==> config.mk <==
export PLATFORM = sky130hd
export DESIGN_NAME = circular_queue_with_search
export DESIGN_NICKNAME = d
export VERILOG_FILES = /design/src/sv/cqs_pkg.sv /design/src/sv/circular_queue_with_search.sv /design/src/sv/cqs_store.sv /design/src/sv/cqs_seq.sv
export VERILOG_INCLUDE_DIRS = /design/src /design/src/sv
export SDC_FILE = /design/constraint.sdc
export NUM_CORES = 1
export LEC_CHECK = 0
export BUFFER_PORTS_ARGS = -buffer_cell sky130_fd_sc_hd__buf_2
export CORE_ASPECT_RATIO = 1.1
export CORE_MARGIN = 8
export CORE_UTILIZATION = 40
export CTS_CLUSTER_SIZE = 12
export DETAILED_ROUTE_END_ITERATION = 7
export GPL_TIMING_DRIVEN = 0
export SETUP_SLACK_MARGIN = 0.3
export SYNTH_ARGS = -nofsm -noshare
export SYNTH_HDL_FRONTEND = slang
export SYNTH_SLANG_ARGS = --single-unit
export TNS_END_PERCENT = 20
==> constraint.sdc <==
create_clock -name i_clk -period 4.5 [get_ports i_clk]
set_input_delay 0.9 -clock i_clk [delete_from_list [all_inputs] [get_ports i_clk]]
set_output_delay 0.9 -clock i_clk [all_outputs]
set_load 0.005 [all_outputs]
==> src/sv/circular_queue_with_search_macros.svh <==
// ----------------------------------------------------------------------------
// circular queue with search: assertion macros
// concurrent check helpers, compiled out for synthesis
// ----------------------------------------------------------------------------
`ifndef CIRCULAR_QUEUE_WITH_SEARCH_MACROS_SVH
`define CIRCULAR_QUEUE_WITH_SEARCH_MACROS_SVH

`ifndef SYNTHESIS

`define CQS_ASSERT_IMP(label, clk, rst_n, ante, cons) \
    label: assert property (@(posedge clk) disable iff (!rst_n) (ante) |-> (cons)) \
        else $error("assertion failed: label");

`define CQS_ASSERT_NXT(label, clk, rst_n, ante, cons) \
    label: assert property (@(posedge clk) disable iff (!rst_n) (ante) |=> (cons)) \
        else $error("assertion failed: label");

`else

`define CQS_ASSERT_IMP(label, clk, rst_n, ante, cons)

`define CQS_ASSERT_NXT(label, clk, rst_n, ante, cons)

`endif

`endif

==> src/sv/cqs_pkg.sv <==
// ----------------------------------------------------------------------------
// cqs_pkg
// shared types, constants and helpers of the circular queue with search
// ----------------------------------------------------------------------------
`default_nettype none

package cqs_pkg;

    localparam int DEPTH  = 16;
    localparam int PTR_W  = $clog2(DEPTH);
    localparam int IDX_W  = 4;
    localparam int WORD_W = 32;

    typedef logic signed [WORD_W-1:0] t_word;
    typedef logic [PTR_W-1:0]         t_ptr;

    typedef enum logic [1:0] {
        OP_PUSH   = 2'd0,
        OP_POP    = 2'd1,
        OP_PEEK   = 2'd2,
        OP_SEARCH = 2'd3
    } t_op;

    typedef enum logic [1:0] {
        STAT_OK    = 2'd0,
        STAT_EMPTY = 2'd1,
        STAT_FULL  = 2'd2,
        STAT_MISS  = 2'd3
    } t_status;

    typedef struct packed {
        logic  we;
        t_ptr  waddr;
        t_word wdata;
        t_ptr  raddr;
    } t_mem_req;

    function automatic t_ptr next_slot(input t_ptr p);
        return (p == PTR_W'(DEPTH - 1)) ? '0 : t_ptr'(p + 1'b1);
    endfunction

    function automatic logic is_full(input t_ptr head, input t_ptr tail,
                                     input logic empty);
        return !empty && (next_slot(tail) == head);
    endfunction

endpackage

`default_nettype wire

==> src/sv/circular_queue_with_search.sv <==
// ----------------------------------------------------------------------------
// circular_queue_with_search
// ring-buffer queue of signed words with push, pop, peek and slot search
// ----------------------------------------------------------------------------
// A command is taken when start is high and busy is low; its single result
// word appears in the cycle after the work ends, for exactly one cycle, marked
// by o_done, and cannot be held off. Push, pop and peek read the slot memory;
// push and pop then update it. Search walks the slots through one comparator,
// one slot per cycle from slot 0, and stops early on a match. busy is low again in
// the cycle that o_done is high, so the next command may be issued there.
`default_nettype none

`include "circular_queue_with_search_macros.svh"

module circular_queue_with_search (
    input  wire logic                              i_clk,
    input  wire logic                              i_rst_n,
    input  wire logic                              start,
    output logic                                   busy,
    input  wire logic [1:0]                        i_opcode,
    input  wire logic signed [cqs_pkg::WORD_W-1:0] i_value_in,
    output logic                                   o_done,
    output logic signed [cqs_pkg::WORD_W-1:0]      o_data_out,
    output logic [1:0]                             o_status,
    output logic [cqs_pkg::IDX_W-1:0]              o_found_index,
    output logic [cqs_pkg::IDX_W-1:0]              o_head_index,
    output logic [cqs_pkg::IDX_W-1:0]              o_tail_index,
    output logic                                   o_is_empty,
    output logic                                   o_is_full
);

    cqs_pkg::t_mem_req mem_req;
    cqs_pkg::t_word    mem_rdata;

    cqs_store u_store (
        .i_clk   (i_clk),
        .i_rst_n (i_rst_n),
        .i_req   (mem_req),
        .o_rdata (mem_rdata)
    );

    cqs_seq u_seq (
        .i_clk         (i_clk),
        .i_rst_n       (i_rst_n),
        .i_start       (start),
        .i_opcode      (i_opcode),
        .i_value_in    (i_value_in),
        .i_rdata       (mem_rdata),
        .o_req         (mem_req),
        .o_busy        (busy),
        .o_done        (o_done),
        .o_data_out    (o_data_out),
        .o_status      (o_status),
        .o_found_index (o_found_index),
        .o_head_index  (o_head_index),
        .o_tail_index  (o_tail_index),
        .o_is_empty    (o_is_empty),
        .o_is_full     (o_is_full)
    );

    `CQS_ASSERT_NXT(a_accept_busy, i_clk, i_rst_n, start && !busy, busy)
    `CQS_ASSERT_IMP(a_done_idle, i_clk, i_rst_n, o_done, !busy)
    `CQS_ASSERT_IMP(a_empty_ptrs, i_clk, i_rst_n, o_done && o_is_empty,
                    o_head_index == '0 && o_tail_index == '0)
    `CQS_ASSERT_IMP(a_full_not_empty, i_clk, i_rst_n, o_is_full, !o_is_empty)
    `CQS_ASSERT_IMP(a_empty_no_data, i_clk, i_rst_n,
                    o_done && o_status == cqs_pkg::STAT_EMPTY, o_data_out == '0)

endmodule

`default_nettype wire

==> src/sv/cqs_store.sv <==
// ----------------------------------------------------------------------------
// cqs_store
// slot memory, one write and one registered read port, zero until written
// ----------------------------------------------------------------------------
`default_nettype none

module cqs_store (
    input  wire logic              i_clk,
    input  wire logic              i_rst_n,
    input  wire cqs_pkg::t_mem_req i_req,
    output cqs_pkg::t_word         o_rdata
);

    cqs_pkg::t_word                 r_mem [cqs_pkg::DEPTH];
    logic [cqs_pkg::DEPTH-1:0]      r_vld;
    cqs_pkg::t_word                 r_rdata;
    logic                           r_rvld;

    always_ff @(posedge i_clk) begin
        if (i_req.we) begin
            r_mem[i_req.waddr] <= i_req.wdata;
        end
        r_rdata <= r_mem[i_req.raddr];
    end

    // written flags, unwritten slots read as zero
    always_ff @(posedge i_clk) begin
        if (!i_rst_n) begin
            r_vld  <= '0;
            r_rvld <= 1'b0;
        end else begin
            if (i_req.we) begin
                r_vld[i_req.waddr] <= 1'b1;
            end
            r_rvld <= r_vld[i_req.raddr];
        end
    end

    assign o_rdata = r_rvld ? r_rdata : '0;

endmodule

`default_nettype wire

==> src/sv/cqs_seq.sv <==
// ----------------------------------------------------------------------------
// cqs_seq
// sequencer with the search word comparator, pointer and flag state
// ----------------------------------------------------------------------------
`default_nettype none

module cqs_seq (
    input  wire logic                           i_clk,
    input  wire logic                           i_rst_n,
    input  wire logic                           i_start,
    input  wire logic [1:0]                     i_opcode,
    input  wire logic signed [cqs_pkg::WORD_W-1:0] i_value_in,
    input  wire cqs_pkg::t_word                 i_rdata,
    output cqs_pkg::t_mem_req                   o_req,
    output logic                                o_busy,
    output logic                                o_done,
    output logic signed [cqs_pkg::WORD_W-1:0]   o_data_out,
    output logic [1:0]                          o_status,
    output logic [cqs_pkg::IDX_W-1:0]           o_found_index,
    output logic [cqs_pkg::IDX_W-1:0]           o_head_index,
    output logic [cqs_pkg::IDX_W-1:0]           o_tail_index,
    output logic                                o_is_empty,
    output logic                                o_is_full
);

    typedef enum logic [1:0] {
        S_IDLE = 2'b01,
        S_EXEC = 2'b10
    } t_state;

    t_state                r_state, n_state;
    cqs_pkg::t_op          r_op, n_op;
    cqs_pkg::t_word        r_val, n_val;
    cqs_pkg::t_ptr         r_head, n_head;
    cqs_pkg::t_ptr         r_tail, n_tail;
    logic                  r_empty, n_empty;
    cqs_pkg::t_ptr         r_idx, n_idx;
    logic                  r_done, n_done;
    cqs_pkg::t_word        r_data, n_data;
    cqs_pkg::t_status      r_status, n_status;
    cqs_pkg::t_ptr         r_found, n_found;
    logic                  hit;

    // search comparator
    assign hit = (i_rdata == r_val);

    always_comb begin
        n_state  = r_state;
        n_op     = r_op;
        n_val    = r_val;
        n_head   = r_head;
        n_tail   = r_tail;
        n_empty  = r_empty;
        n_idx    = r_idx;
        n_done   = 1'b0;
        n_data   = r_data;
        n_status = r_status;
        n_found  = r_found;
        o_req.we    = 1'b0;
        o_req.waddr = r_head;
        o_req.wdata = '0;
        unique case (r_state)
            S_IDLE: begin
                if (i_start) begin
                    n_op    = cqs_pkg::t_op'(i_opcode);
                    n_val   = i_value_in;
                    n_state = S_EXEC;
                    n_idx   = (cqs_pkg::t_op'(i_opcode) == cqs_pkg::OP_SEARCH) ? '0 : r_head;
                end
            end
            S_EXEC: begin
                n_data   = '0;
                n_status = cqs_pkg::STAT_OK;
                n_found  = '0;
                n_done   = 1'b1;
                n_state  = S_IDLE;
                unique case (r_op)
                    cqs_pkg::OP_PUSH: begin
                        if (r_empty) begin
                            n_head      = '0;
                            n_tail      = '0;
                            n_empty     = 1'b0;
                            o_req.we    = 1'b1;
                            o_req.waddr = '0;
                            o_req.wdata = r_val;
                        end else if (cqs_pkg::is_full(r_head, r_tail, r_empty)) begin
                            n_status = cqs_pkg::STAT_FULL;
                        end else begin
                            n_tail      = cqs_pkg::next_slot(r_tail);
                            o_req.we    = 1'b1;
                            o_req.waddr = cqs_pkg::next_slot(r_tail);
                            o_req.wdata = r_val;
                        end
                    end
                    cqs_pkg::OP_POP: begin
                        if (r_empty) begin
                            n_status = cqs_pkg::STAT_EMPTY;
                        end else begin
                            n_data      = i_rdata;
                            o_req.we    = 1'b1;
                            o_req.waddr = r_head;
                            if (r_head == r_tail) begin
                                n_head  = '0;
                                n_tail  = '0;
                                n_empty = 1'b1;
                            end else begin
                                n_head = cqs_pkg::next_slot(r_head);
                            end
                        end
                    end
                    cqs_pkg::OP_PEEK: begin
                        if (r_empty) begin
                            n_status = cqs_pkg::STAT_EMPTY;
                        end else begin
                            n_data = i_rdata;
                        end
                    end
                    cqs_pkg::OP_SEARCH: begin
                        priority if (hit) begin
                            n_found = r_idx;
                        end else if (r_idx == cqs_pkg::PTR_W'(cqs_pkg::DEPTH - 1)) begin
                            n_status = cqs_pkg::STAT_MISS;
                        end else begin
                            // next slot, one compare per cycle
                            n_idx   = cqs_pkg::t_ptr'(r_idx + 1'b1);
                            n_done  = 1'b0;
                            n_state = S_EXEC;
                        end
                    end
                    default: begin
                        n_state = S_IDLE;
                    end
                endcase
            end
            default: begin
                n_state = S_IDLE;
            end
        endcase
        o_req.raddr = n_idx;
    end

    always_ff @(posedge i_clk) begin
        if (!i_rst_n) begin
            r_state <= S_IDLE;
            r_head  <= '0;
            r_tail  <= '0;
            r_empty <= 1'b1;
            r_done  <= 1'b0;
            r_idx   <= '0;
        end else begin
            r_state <= n_state;
            r_head  <= n_head;
            r_tail  <= n_tail;
            r_empty <= n_empty;
            r_done  <= n_done;
            r_idx   <= n_idx;
        end
    end

    always_ff @(posedge i_clk) begin
        r_op     <= n_op;
        r_val    <= n_val;
        r_data   <= n_data;
        r_status <= n_status;
        r_found  <= n_found;
    end

    assign o_busy        = (r_state != S_IDLE);
    assign o_done        = r_done;
    assign o_data_out    = r_data;
    assign o_status      = r_status;
    assign o_found_index = cqs_pkg::IDX_W'(r_found);
    assign o_head_index  = cqs_pkg::IDX_W'(r_head);
    assign o_tail_index  = cqs_pkg::IDX_W'(r_tail);
    assign o_is_empty    = r_empty;
    assign o_is_full     = cqs_pkg::is_full(r_head, r_tail, r_empty);

endmodule

`default_nettype wire

==> metrics <==
CTS H-tree lvls=3; Detailed Routing Iterations Pass 1=5; CORE AREA=0.0651 mm²; layout cell share with drive strength beyond 1=22.2%; Horiz. Die Dim=~260 µm; count of clock tree sinks=about 650; result of the run=finished clean; final number of setup-violating endpoints=0; family of cells with the greatest summed delay on the critical path=buffers and inverters; total number of yosys warnings=0; Synth Flop Type=sky130_fd_sc_hd__edfxtp_1; number of synthesized register bits=649; signed area change from the synthesized netlist to the final layout=16.9%; gp weighted congestion=0.869; worst stage delay on the critical path=around 570 ps; post-route standard cell area excluding fillers=0.0308 mm²; Starting Density=40.5%; fraction of synthesis flops using an asynchronous set or reset pin=0%; Die H=285 µm; post-synthesis cell area=around 0.026 mm²; top post-synthesis cells by area=sky130_fd_sc_hd__edfxtp_1 67%, sky130_fd_sc_hd__mux2i_1 7.5%, sky130_fd_sc_hd__mux2_2 5.5%; Max-cap violations=0; share of the core filled with cells in the final layout=around 47%; CTS tree=yes; final hold vios=0; slew margin rel.=approximately 39%; Inserted Diodes=0; Row Count=98; signal arrival time at the worst endpoint=between 4000 and 5000 ps; portion of the clock cycle consumed by the worst path in the final layout=92.3%; first-pass GRT wire length=between 100 and 150 mm; Tightest Hold Check Type=flop to flop; Req. time, crit path=4950 ps; largest fanout of any net on the critical path=10; final number of max-transition violations=0; global-route usage over all layers=18.3%; dpl cell area=0.0284 mm²; total CTS buffers=just under 70; worst path bufs/invs=4; number of nets with antenna violations after detailed routing=0; drt drc=0; power density of the placed cells=397 mW/mm²; Crit Path Category=flop to flop; slew of the pin with the lowest slew margin=~910 ps; PortBufs=86; count of boundary I/O pins=just under 90; slowest cell on the critical path=sky130_fd_sc_hd__nor4_4; Total Nets Final=1,890; post-synth top area share=66.5%; final worst path period need=4150 ps; number of instances in the synthesized netlist=1,652; crit path launch type=flop; EDFF count, synth=around 580; number of different library cells in the post-synthesis netlist=56; number of global-route vias before repair=15,300; root buffer cell=sky130_fd_sc_hd__clkbuf_16; Worst Setup End Kind=flop; Post-Synthesis Mean Instance Area=around 16 µm²; Net Count, Synth=1,697; timing-limited maximum frequency=241 MHz; antenna violations before repair=2; sequential area share after synthesis=71.5%; largest area contributor in the netlist=sky130_fd_sc_hd__edfxtp_1; detailed-route wire length per cell=25.1 µm; maximum clock path buffer count=3; IR drop worst, VDD=0.293 mV; pin count of the biggest net entering global routing=27; DR vias/cell=5.54; final worst clock skew=roughly 27 ps; leak pwr=11.1 nW; clock insertion delay at the later pin of the skew report=610 ps; GRT Residual Overflow=0; RSZ-0062 raised after global routing=yes; die area=0.0744 mm²; wirelength, routed=69.1 mm; DP Wirelength=47.6 mm; list of cells traversed by the critical path=buf_4 > buf_6 > nand3_1 > o22ai_1 > o22ai_1 > nor4_4 > a21oi_2 > nor3_2 > buf_2 > buf_2 > mux2i_1 > mux2_2 > o22a_1 > o221ai_1; Detailed Route Iter0 Violations=1,319; total via count after detailed routing=15,200; clock-pin transition on the worst setup and hold timing paths=60 ps
kinds of logic (layout without fill, tap and decap cells):
kind of cell	after synthesis	after routing	share of synthesized area, %
and+or+nand+nor	295	295	5.89
adders and majority gates	8	8	0.380
xor gates and xnor gates	24	24	0.797
DFF	649	649	71.5
AOI/OAI and AO/OA	253	253	6.62
buffers and inverters	97	345	1.87
muxes	326	326	13.0
where the power goes:
part,switching (mW),internal (mW),leakage [nW]
clock network,2.25,2.96,0.973
logic,0.213,0.130,4.69
registers,0.0955,6.58,5.42
total,2.56,9.67,11.1
cell usage after synthesis, types with 2 or more instances:
library cell / number
sky130_fd_sc_hd__a21boi_0: 2
sky130_fd_sc_hd__nand4b_1: 19
sky130_fd_sc_hd__a31oi_1: 4
sky130_fd_sc_hd__a21o_1: 3
sky130_fd_sc_hd__mux2i_1: 197
sky130_fd_sc_hd__nand3_1: 23
sky130_fd_sc_hd__a21oi_1: 18
sky130_fd_sc_hd__buf_4: 21
sky130_fd_sc_hd__nor4_4: 2
sky130_fd_sc_hd__mux2_2: 129
sky130_fd_sc_hd__dfxtp_1: 65
sky130_fd_sc_hd__o221ai_1: 33
sky130_fd_sc_hd__nor2_1: 38
sky130_fd_sc_hd__clkbuf_1: 39
sky130_fd_sc_hd__buf_6: 2
sky130_fd_sc_hd__and4_1: 2
sky130_fd_sc_hd__nand2_1: 92
sky130_fd_sc_hd__o21a_1: 32
sky130_fd_sc_hd__o22ai_1: 24
sky130_fd_sc_hd__a22o_1: 4
sky130_fd_sc_hd__a22oi_1: 3
sky130_fd_sc_hd__nor3_1: 23
sky130_fd_sc_hd__nor4_1: 2
sky130_fd_sc_hd__buf_2: 27
sky130_fd_sc_hd__or4_1: 2
sky130_fd_sc_hd__nor3b_1: 2
sky130_fd_sc_hd__o31ai_1: 4
sky130_fd_sc_hd__o31a_1: 3
sky130_fd_sc_hd__nand2b_1: 7
sky130_fd_sc_hd__edfxtp_1: 584
sky130_fd_sc_hd__o22a_1: 32
sky130_fd_sc_hd__o21ai_0: 74
sky130_fd_sc_hd__ha_1: 8
sky130_fd_sc_hd__xor2_1: 23
sky130_fd_sc_hd__nor2b_1: 4
sky130_fd_sc_hd__and3_1: 6
sky130_fd_sc_hd__o211ai_1: 2
sky130_fd_sc_hd__or3_1: 3
sky130_fd_sc_hd__a31o_2: 3
sky130_fd_sc_hd__inv_1: 8
sky130_fd_sc_hd__o21ai_1: 2
sky130_fd_sc_hd__and2_1: 67
state kept, by name, indices dropped and copies added, names as in the netlist, 4 cells and up:
signal	count
u_store.r_mem	512
u_seq.o_data_out	32
u_seq.r_val	32
u_store.r_rdata	32
u_store.r_vld	16
u_seq.o_found_index	4
u_seq.o_head_index	4
u_seq.o_tail_index	4
u_seq.r_idx	4
worst paths after layout:
check | start | end | slack, ps | cells after the start
worst max-delay path | u_store.r_rvld | u_store.r_rdata[25] | 350 | 14
worst min-delay path | u_store.r_vld[4] | u_store.r_vld[4] | 470 | 1
worst max register to register | u_store.r_rvld | u_store.r_rdata[25] | 350 | 14
worst min register to register | u_store.r_vld[4] | u_store.r_vld[4] | 470 | 1
cell usage in the layout (no fill, tap or decap), types with 5 or more instances in the layout:
cell type	n
sky130_fd_sc_hd__a21oi_1	16
sky130_fd_sc_hd__and2_1	67
sky130_fd_sc_hd__and3_1	6
sky130_fd_sc_hd__buf_12	22
sky130_fd_sc_hd__buf_16	9
sky130_fd_sc_hd__buf_2	107
sky130_fd_sc_hd__buf_4	27
sky130_fd_sc_hd__buf_6	5
sky130_fd_sc_hd__clkbuf_1	72
sky130_fd_sc_hd__clkbuf_16	69
sky130_fd_sc_hd__clkinv_1	6
sky130_fd_sc_hd__dfxtp_1	65
sky130_fd_sc_hd__edfxtp_1	584
sky130_fd_sc_hd__ha_1	7
sky130_fd_sc_hd__inv_1	8
sky130_fd_sc_hd__inv_6	6
sky130_fd_sc_hd__mux2_2	129
sky130_fd_sc_hd__mux2i_1	197
sky130_fd_sc_hd__nand2_1	91
sky130_fd_sc_hd__nand2b_1	7
sky130_fd_sc_hd__nand3_1	22
sky130_fd_sc_hd__nand4b_1	19
sky130_fd_sc_hd__nor2_1	20
sky130_fd_sc_hd__nor2_4	17
sky130_fd_sc_hd__nor3_1	22
sky130_fd_sc_hd__o21a_1	32
sky130_fd_sc_hd__o21ai_0	73
sky130_fd_sc_hd__o221ai_1	33
sky130_fd_sc_hd__o22a_1	32
sky130_fd_sc_hd__o22ai_1	24
sky130_fd_sc_hd__xor2_1	23
per-stage QoR:
stage	hold WS (ps)	std cells	total power [mW]	setup slack [ps]	TNS [ps]
after global routing	450	2750	12.6	164	0
after detailed placement	453	2606	7.14	-196	-21710
final	467	2750	12.2	345	0
after global placement	441	2588	7.12	-3530	-1857510
after floorplan	433	1652	6.95	-8.60	-820
after CTS	441	2744	12.3	36.4	0
per-layer routing:
metal	vias up	track usage, %	wire, µm	part of all wire, %
met4	0	5.95	1810	2.6
met2	560	30.0	33200	48
met5	-	0	0	0
met3	105	3.11	4800	6.9
met1	7773	24.6	29300	42
li1	6801	-	-	-
layout make-up:
class,instances,area (µm²)
Timing Repair Buffer,123,1160
Fill cell,5481,34300
Inverter,8,30.0
Tap cell,850,1060
Multi-Input combinational cell,906,7210
Sequential cell,649,18800
Clock inverter,17,134
Clock buffer,108,1890
Buffer,89,493
repair_timing:
action	in CTS	in global routing
buffers inserted	13	6
pin swaps	8	5
gates resized for setup	9	20
endpoints found under the setup margin	383	363
hold buffers	0	0
Power figures use the tool's default switching activity.
